`src/design/sptseq_pkg.sv`:
```
`default_nettype none

package sptseq_pkg;

	// Table geometry: four groups of eight servo slots plus one remainder slot each.
	localparam int unsigned NUM_GROUPS = 4;
	localparam int unsigned SERVO_SLOTS = 8;
	localparam int unsigned NUM_SERVO_ENTRIES = NUM_GROUPS * SERVO_SLOTS;

	localparam logic [3:0] REST_SLOT = 4'd8;

	// Reset contents of the pulse tables and the compare registers, in timer clocks.
	localparam logic [15:0] RESET_SERVO_CLOCKS = 16'd3000;
	localparam logic [15:0] RESET_REST_CLOCKS = 16'd17000;
	localparam logic [15:0] RESET_COMPARE = 16'd2000;

	// Configuration register indexes and reset values.
	localparam logic [1:0] REG_CLOCK_SCALE = 2'd0;
	localparam logic [1:0] REG_PULSE_MIN = 2'd1;
	localparam logic [1:0] REG_PULSE_MAX = 2'd2;

	localparam logic [17:0] RESET_CLOCK_SCALE = 18'd131072;
	localparam logic [15:0] RESET_PULSE_MIN = 16'd500;
	localparam logic [15:0] RESET_PULSE_MAX = 16'd2500;

	// Operation codes carried on the input tuser.
	localparam logic OP_SET_POSITION = 1'b0;
	localparam logic OP_COMPARE_EVENT = 1'b1;

	// Fields carried from the clamp/scale stage into the state update stage.
	typedef struct packed {
		logic        op;
		logic        ok;
		logic [4:0]  addr;
		logic [1:0]  grp;
		logic [15:0] clocks;
	} stage2_t;

	// Pin map: servo number to table slot. Servos 16..31 use the low servos' map
	// with the two low slot bits inverted.
	function automatic logic [2:0] slot_of_servo(input logic [4:0] servo);
		logic [2:0] base;
		unique case (servo[2:0])
			3'd0: base = 3'd7;
			3'd1: base = 3'd3;
			3'd2: base = 3'd2;
			3'd3: base = 3'd6;
			3'd4: base = 3'd5;
			3'd5: base = 3'd1;
			3'd6: base = 3'd0;
			3'd7: base = 3'd4;
			default: base = 3'd0;
		endcase
		return base ^ {1'b0, servo[4], servo[4]};
	endfunction

endpackage

`default_nettype wire

```
`src/design/servo_pulse_train_sequencer.sv`:
```
`default_nettype none

// Servo pulse train sequencer for 32 servos driven as four groups of eight through
// decade-counter clock lines. A set-position request (tuser 0) clamps the pulse
// to the configured limits, scales microseconds to timer clocks as
// (us * clock_scale) >> 16, stores the result in the slot picked by the fixed pin
// map, and corrects the group's remainder slot so the frame length stays constant
// (all modulo 2^16). Servo numbers above 31 are rejected with an all-zero result.
// A compare-event request (tuser 1) adds the clocks of the group's current slot
// to its compare value and advances the slot cursor; after the remainder slot the
// cursor wraps and the result carries tlast, marking the forced counter reset.
// Every request yields exactly one result. The block takes one request per clock
// cycle while the output is not stalled; a request passes through the input
// register, the clamp and multiply stage and the state update stage into the
// output register. The read-modify-write of the pulse table and compare
// registers in the update stage lets each request see the state left by the
// one before it. Stalls on the output side fill the pipeline bubbles first and
// only then push back on the input. Configuration registers are written through
// wr_en/wr_index/wr_data and must only change while no request is in flight.
module servo_pulse_train_sequencer (
	input  wire logic        clk,
	input  wire logic        arst_n,

	// Configuration write port: 0 clock_scale, 1 pulse_min_us, 2 pulse_max_us.
	input  wire logic        wr_en,
	input  wire logic [1:0]  wr_index,
	input  wire logic [17:0] wr_data,

	input  wire logic        s_axis_tvalid,
	output logic             s_axis_tready,
	// servo [5:0], pulse_us [21:6], group [23:22]
	input  wire logic [23:0] s_axis_tdata,
	// operation [0]
	input  wire logic [0:0]  s_axis_tuser,

	output logic             m_axis_tvalid,
	input  wire logic        m_axis_tready,
	// compare_value [15:0], slot_used [19:16], stored_clocks [35:20], accepted [36],
	// zero fill [39:37]
	output logic [39:0]      m_axis_tdata,
	// frame_end
	output logic             m_axis_tlast
);

	// Configuration registers.
	logic [17:0] clock_scale_q;
	logic [15:0] pulse_min_q;
	logic [15:0] pulse_max_q;

	always_ff @(posedge clk or negedge arst_n) begin
		if (!arst_n) begin
			clock_scale_q <= sptseq_pkg::RESET_CLOCK_SCALE;
			pulse_min_q   <= sptseq_pkg::RESET_PULSE_MIN;
			pulse_max_q   <= sptseq_pkg::RESET_PULSE_MAX;
		end else if (wr_en) begin
			unique case (wr_index)
				sptseq_pkg::REG_CLOCK_SCALE: clock_scale_q <= wr_data;
				sptseq_pkg::REG_PULSE_MIN:   pulse_min_q <= wr_data[15:0];
				sptseq_pkg::REG_PULSE_MAX:   pulse_max_q <= wr_data[15:0];
				default: ;
			endcase
		end
	end

	// Pipeline handshake. Each stage moves on when its successor is empty or moving.
	logic valid_s1;
	logic valid_s2;
	logic out_valid_q;
	logic adv1;
	logic adv2;

	assign adv2          = !out_valid_q || m_axis_tready;
	assign adv1          = !valid_s2 || adv2;
	assign s_axis_tready = !valid_s1 || adv1;

	always_ff @(posedge clk or negedge arst_n) begin
		if (!arst_n) begin
			valid_s1    <= 1'b0;
			valid_s2    <= 1'b0;
			out_valid_q <= 1'b0;
		end else begin
			if (s_axis_tready) begin
				valid_s1 <= s_axis_tvalid;
			end
			if (adv1) begin
				valid_s2 <= valid_s1;
			end
			if (adv2) begin
				out_valid_q <= valid_s2;
			end
		end
	end

	// Stage 1: registered request.
	logic        op_s1;
	logic [5:0]  servo_s1;
	logic [15:0] pulse_s1;
	logic [1:0]  grp_s1;

	always_ff @(posedge clk) begin
		if (s_axis_tvalid && s_axis_tready) begin
			op_s1    <= s_axis_tuser[0];
			servo_s1 <= s_axis_tdata[5:0];
			pulse_s1 <= s_axis_tdata[21:6];
			grp_s1   <= s_axis_tdata[23:22];
		end
	end

	// Clamp to the limits (the minimum is tested first), then scale.
	logic [15:0]         pulse_clamped;
	logic [33:0]         product;
	sptseq_pkg::stage2_t next_s2;

	always_comb begin
		if (pulse_s1 < pulse_min_q) begin
			pulse_clamped = pulse_min_q;
		end else if (pulse_s1 > pulse_max_q) begin
			pulse_clamped = pulse_max_q;
		end else begin
			pulse_clamped = pulse_s1;
		end
		product = 34'(pulse_clamped) * 34'(clock_scale_q);

		next_s2.op     = op_s1;
		next_s2.ok     = (op_s1 == sptseq_pkg::OP_SET_POSITION) && !servo_s1[5];
		next_s2.addr   = {servo_s1[4:3], sptseq_pkg::slot_of_servo(servo_s1[4:0])};
		next_s2.grp    = grp_s1;
		next_s2.clocks = product[31:16];
	end

	sptseq_pkg::stage2_t req_s2;

	always_ff @(posedge clk) begin
		if (valid_s1 && adv1) begin
			req_s2 <= next_s2;
		end
	end

	// Stage 2: state read-modify-write. The servo slots are kept apart from the
	// remainder slots so that each store is read at a single address per cycle.
	logic [15:0] slots_q   [sptseq_pkg::NUM_SERVO_ENTRIES];
	logic [15:0] rest_q    [sptseq_pkg::NUM_GROUPS];
	logic [15:0] compare_q [sptseq_pkg::NUM_GROUPS];
	logic [3:0]  cursor_q  [sptseq_pkg::NUM_GROUPS];

	logic        fire2;
	logic [3:0]  cur_eff;
	logic        is_rest;
	logic [4:0]  slot_addr;
	logic [1:0]  rest_idx;
	logic [15:0] slot_rd;
	logic [15:0] rest_rd;
	logic [15:0] add_clocks;
	logic [15:0] compare_new;
	logic [15:0] rest_new;
	logic [3:0]  cursor_new;

	assign fire2 = valid_s2 && adv2;

	always_comb begin
		cur_eff = (cursor_q[req_s2.grp] > sptseq_pkg::REST_SLOT) ?
			sptseq_pkg::REST_SLOT : cursor_q[req_s2.grp];
		is_rest = (cur_eff == sptseq_pkg::REST_SLOT);

		if (req_s2.op == sptseq_pkg::OP_COMPARE_EVENT) begin
			slot_addr = {req_s2.grp, cur_eff[2:0]};
			rest_idx  = req_s2.grp;
		end else begin
			slot_addr = req_s2.addr;
			rest_idx  = req_s2.addr[4:3];
		end
		slot_rd = slots_q[slot_addr];
		rest_rd = rest_q[rest_idx];

		add_clocks  = is_rest ? rest_rd : slot_rd;
		compare_new = compare_q[req_s2.grp] + add_clocks;
		cursor_new  = is_rest ? 4'd0 : cur_eff + 4'd1;
		// Whatever the slot gains, the remainder gives up, so the frame stays fixed.
		rest_new    = rest_rd + slot_rd - req_s2.clocks;
	end

	always_ff @(posedge clk or negedge arst_n) begin
		if (!arst_n) begin
			for (int i = 0; i < sptseq_pkg::NUM_SERVO_ENTRIES; i++) begin
				slots_q[i] <= sptseq_pkg::RESET_SERVO_CLOCKS;
			end
			for (int g = 0; g < sptseq_pkg::NUM_GROUPS; g++) begin
				rest_q[g]    <= sptseq_pkg::RESET_REST_CLOCKS;
				compare_q[g] <= sptseq_pkg::RESET_COMPARE;
				cursor_q[g]  <= 4'd0;
			end
		end else if (fire2) begin
			if (req_s2.op == sptseq_pkg::OP_COMPARE_EVENT) begin
				compare_q[req_s2.grp] <= compare_new;
				cursor_q[req_s2.grp]  <= cursor_new;
			end else if (req_s2.ok) begin
				slots_q[slot_addr] <= req_s2.clocks;
				rest_q[rest_idx]   <= rest_new;
			end
		end
	end

	// Output register. Fields an operation does not use are zero, and a rejected
	// set-position request gives an all-zero result.
	logic [15:0] compare_value_q;
	logic        frame_end_q;
	logic [3:0]  slot_used_q;
	logic [15:0] stored_clocks_q;
	logic        accepted_q;

	always_ff @(posedge clk) begin
		if (fire2) begin
			if (req_s2.op == sptseq_pkg::OP_COMPARE_EVENT) begin
				compare_value_q <= compare_new;
				frame_end_q     <= is_rest;
				slot_used_q     <= cur_eff;
				stored_clocks_q <= 16'd0;
				accepted_q      <= 1'b0;
			end else begin
				compare_value_q <= 16'd0;
				frame_end_q     <= 1'b0;
				slot_used_q     <= 4'd0;
				stored_clocks_q <= req_s2.ok ? req_s2.clocks : 16'd0;
				accepted_q      <= req_s2.ok;
			end
		end
	end

	assign m_axis_tvalid = out_valid_q;
	assign m_axis_tlast  = frame_end_q;
	assign m_axis_tdata  = {3'b000, accepted_q, stored_clocks_q, slot_used_q, compare_value_q};

endmodule

`default_nettype wire
```
`config.mk`:
```
export PLATFORM = sky130hd
export DESIGN_NAME = servo_pulse_train_sequencer
export DESIGN_NICKNAME = d
export VERILOG_FILES = /design/src/design/sptseq_pkg.sv /design/src/design/servo_pulse_train_sequencer.sv
export SDC_FILE = /design/constraint.sdc
export NUM_CORES = 2
export LEC_CHECK = 0
export BUFFER_PORTS_ARGS = -buffer_cell sky130_fd_sc_hd__buf_2
export CAP_MARGIN = 20
export CORE_MARGIN = 1
export CORE_UTILIZATION = 35
export DETAILED_ROUTE_END_ITERATION = 7
export PLACE_DENSITY = 0.48
export SYNTH_ARGS = -nofsm -noshare
export SYNTH_HDL_FRONTEND = slang
export SYNTH_SLANG_ARGS = --single-unit
export TNS_END_PERCENT = 50
```
`constraint.sdc`:
```
create_clock -name clk -period 11.48 [get_ports clk]
set_input_delay 1.148 -clock clk [delete_from_list [all_inputs] [get_ports clk]]
set_output_delay 1.148 -clock clk [all_outputs]
set_load 0.02 [all_outputs]
```
==> key figures <==
Critical path
  • Max FO, Critical Path: 21
  • CP Data Required Time: approximately 12 ns
  • Max incr delay on CP: about 0.62 ns
  • Slowest CP cell: o22ai_2
  • CP endpoint kind: register
  • Startpoint Class: register
  • Register-to-register setup slack: between 2 and 3 ns
  • Setup CP Type: reg2reg
  • Worst path arrival time: between 9 and 10 ns
  • Most frequent CP cell: fa_1
  • CP top delay family: adder cells
  • Bufs and invs on worst path: 6

Placed design
  • Placed cell areas: 0.0493 mm2
  • GPL Wtd Cong: around 0.8
  • Dpl hpwl: 81100 um
  • Port Buffer Count: 89

GRT
  • Met1 Use GR: 25.3%
  • Pin count of the biggest net entering global routing: around 160
  • Initial antenna violation count: 2
  • Met3 Resource Use GR: 2.30%
  • Total track usage: 18.5%
  • Global-route wire length before repair: roughly 190000 um
  • GRT Max-Usage Layer: met2
  • Grt total ovfl: 0
  • Met2 usage: between 30% and 40%
  • Vias in the first global route: 30000

STA
  • RSZ-0062 raised after global routing: false
  • Fin crit share: 77.6%
  • Worst Tran Pin Value: 1.12 ns
  • Final hold violation count: 0
  • # setup viols final: 0
  • Final Skew: approximately 0.046 ns
  • F_max: 0.112 GHz
  • Slew HR: 25.0%
  • Max Slew Vio Count: 0
  • Fin Setup TNS: 0 ns
  • Hold slack: 0.417 ns
  • Final min period: 8.91 ns

Route
  • Drt drc: 0
  • Final ANT Viol Nets: 0
  • Wirelength, routed: 123000 um
  • Via density: 5.07
  • Vias: roughly 28000
  • Wire per inst: 22.3 um
  • DRT Pass-1 Iters: 4
  • Initial DRC count: 1312

CTS
  • Post_cts resized: 0
  • CTS tree: yes
  • Hold buffers post-CTS: 0
  • Clock sink total: 800
  • Buffer depth of the longest clock path: 3
  • Setup bufs post-CTS: 0
  • Clock transition at path regs: 0.06 ns
  • CTS Buf Count: 93
  • CTS root buf: clkbuf_16
  • Clk_lat worst skew: 0.71 ns
  • CTS H-tree lvls: 3

Synth
  • Cell with the most instances after synthesis: mux2_2
  • Sequential area share after synthesis: roughly 44%
  • Post-synth top area share: 22.9%
  • Post-synth EDFFs: about 90
  • Async SR Flop Fraction: 88.6%
  • Cell variety after synth: 81
  • Area contributors post-synth: dfrtp_1 (23%), mux2_2 (16%), dfstp_2 (16%)
  • Synth Register Bits: 800
  • Synth cell count leaders: mux2_2 (656), dfrtp_1 (429), inv_1 (347)
  • Ys flop type: dfrtp_1
  • Post-synth design cell area: 0.0469 mm2
  • Leading area contributor after synthesis: dfrtp_1
  • Synth warnings: 0
  • Mean post-synth cell area: 12.9 um2
  • Cells after Synth: 3621

Floorplan
  • Standard-cell rows: 133
  • Core area: ~0.13 mm2
  • Number of top-level pins: 93
  • Total die area: 0.135 mm2
  • Die Y: about 370 um
  • Initial core utilization: approximately 35%
  • Die width: 368 um

Outcome
  • Outcome: finished, final reports clean

Layout
  • ANT cells: 0
  • Layout Nets: 4114
  • FILL cells: between 10000 and 15000
  • Design Area, Final: 0.0525 mm2
  • Layout cell share with drive strength beyond 1: 38.7%
  • P&R area growth vs syn: 11.9%

Job
  • Max Cap Violations: 0

Hold path
  • Worst Hold Class: reg2reg
## per-layer routing
layer	part of all wire [%]	up-vias	routed length, um
met5	0	-	0
met4	2.2	0	2660
met3	2.3	149	2850
met2	48	327	59500
met1	47	14700	57700
li1	-	12700	-
## cell usage in the layout, fill, tap and decap left out, drive strengths merged, types with 4 or more instances in the layout
master / Yosys / layout
a2111oi: 4 / 4
o21bai: 10 / 10
or2: 7 / 7
fa: 236 / 236
clkinv: 1 / 30
bufinv: 0 / 6
xnor2: 35 / 35
or3: 4 / 4
a211o: 4 / 4
nor3: 25 / 25
mux2i: 21 / 21
and2: 155 / 155
mux4: 153 / 153
o31ai: 9 / 9
xor2: 14 / 14
a22oi: 64 / 64
dfrtp: 429 / 429
and4: 15 / 15
dfstp: 280 / 280
nand2b: 11 / 11
o211ai: 10 / 10
nand4: 13 / 13
inv: 348 / 352
a211oi: 10 / 10
nor2: 79 / 79
nand2: 274 / 274
clkbuf: 147 / 137
a21oi: 84 / 84
nand3: 17 / 17
o21a: 10 / 10
mux2: 687 / 687
a31oi: 4 / 4
o21ai: 64 / 64
buf: 68 / 169
nor2b: 14 / 14
and3: 7 / 7
edfxtp: 88 / 88
ha: 156 / 156
a21o: 26 / 26
## worst register-to-register path, delay by kind of cell, from the launching register on
| kind | cells | cell delay, ns |
|---|---|---|
| muxes | 1 | 0.22 |
| and+or+nand+nor | 3 | 0.50 |
| AOI/OAI and AO/OA | 12 | 2.85 |
| buffers and inverters | 6 | 0.82 |
| DFF | 1 | 0.54 |
| xor gates and xnor gates | 1 | 0.14 |
| adders and majority gates | 8 | 3.62 |
## kinds of logic after synthesis
logic type | Yosys count | share of synthesized area [%]
AO/OA/AOI/OAI | 322 | 4.55
XOR/XNOR | 49 | 0.916
adder cells (fa/ha/maj) | 392 | 14.2
buffers and inverters | 564 | 4.76
flip-flops | 800 | 44.4
multiplexers | 861 | 24.3
other | 1 | 0.00800
AND/OR/NAND/NOR | 632 | 6.83
## sequential cells by signal, summed over array words and instances, names as in the netlist, named ones only
register         count
next_s2              1
rest_q              64
grp_s1               2
servo_s1             6
stored_clocks_q     16
compare_value_q     16
pulse_max_q         16
m_axis_tlast         1
compare_q           64
valid_s2             1
slots_q            512
accepted_q           1
op_s1                1
pulse_min_q         16
req_s2              25
clock_scale_q       18
m_axis_tvalid        1
valid_s1             1
slot_used_q          4
cursor_q            16
pulse_s1            16
## per-stage QoR
step / cells / worst slack (ns) / util, %
after floorplan: 3623 / 3.21 / -
after global placement: 5329 / 2.53 / 37.3
after detailed placement: 5331 / 2.51 / 37.3
after CTS: 5507 / 2.50 / 39.7
after global routing: 5508 / 2.05 / 39.7
final: 5508 / 2.57 / 39.7
## worst paths after layout
path                                startpoint      endpoint  depth (start not counted)
worst max register to register  pulse_min_q[2]     req_s2[9]                         31
worst min register to register     next_s2[20]    req_s2[20]                          0
min in group asynchronous               arst_n  slots_q[125]                          1
max in group asynchronous               arst_n  slots_q[509]                          3
worst max-delay path            pulse_min_q[2]     req_s2[9]                         31
worst min-delay path               next_s2[20]    req_s2[20]                          0
## final cells by class
class / count / area (um2) / share of cell area [%]
Clock inverter: 39 / 463 / 0.883
Tap cell: 1755 / 2200 / 4.19
Timing Repair Buffer: 169 / 1120 / 2.14
Multi-Input combinational cell: 2259 / 23900 / 45.6
Sequential cell: 800 / 20800 / 39.6
Inverter: 349 / 1310 / 2.50
Clock buffer: 137 / 2650 / 5.04
Power is not shown: default switching activity piles up to over one toggle a cycle in this logic, so the estimate is an artifact.
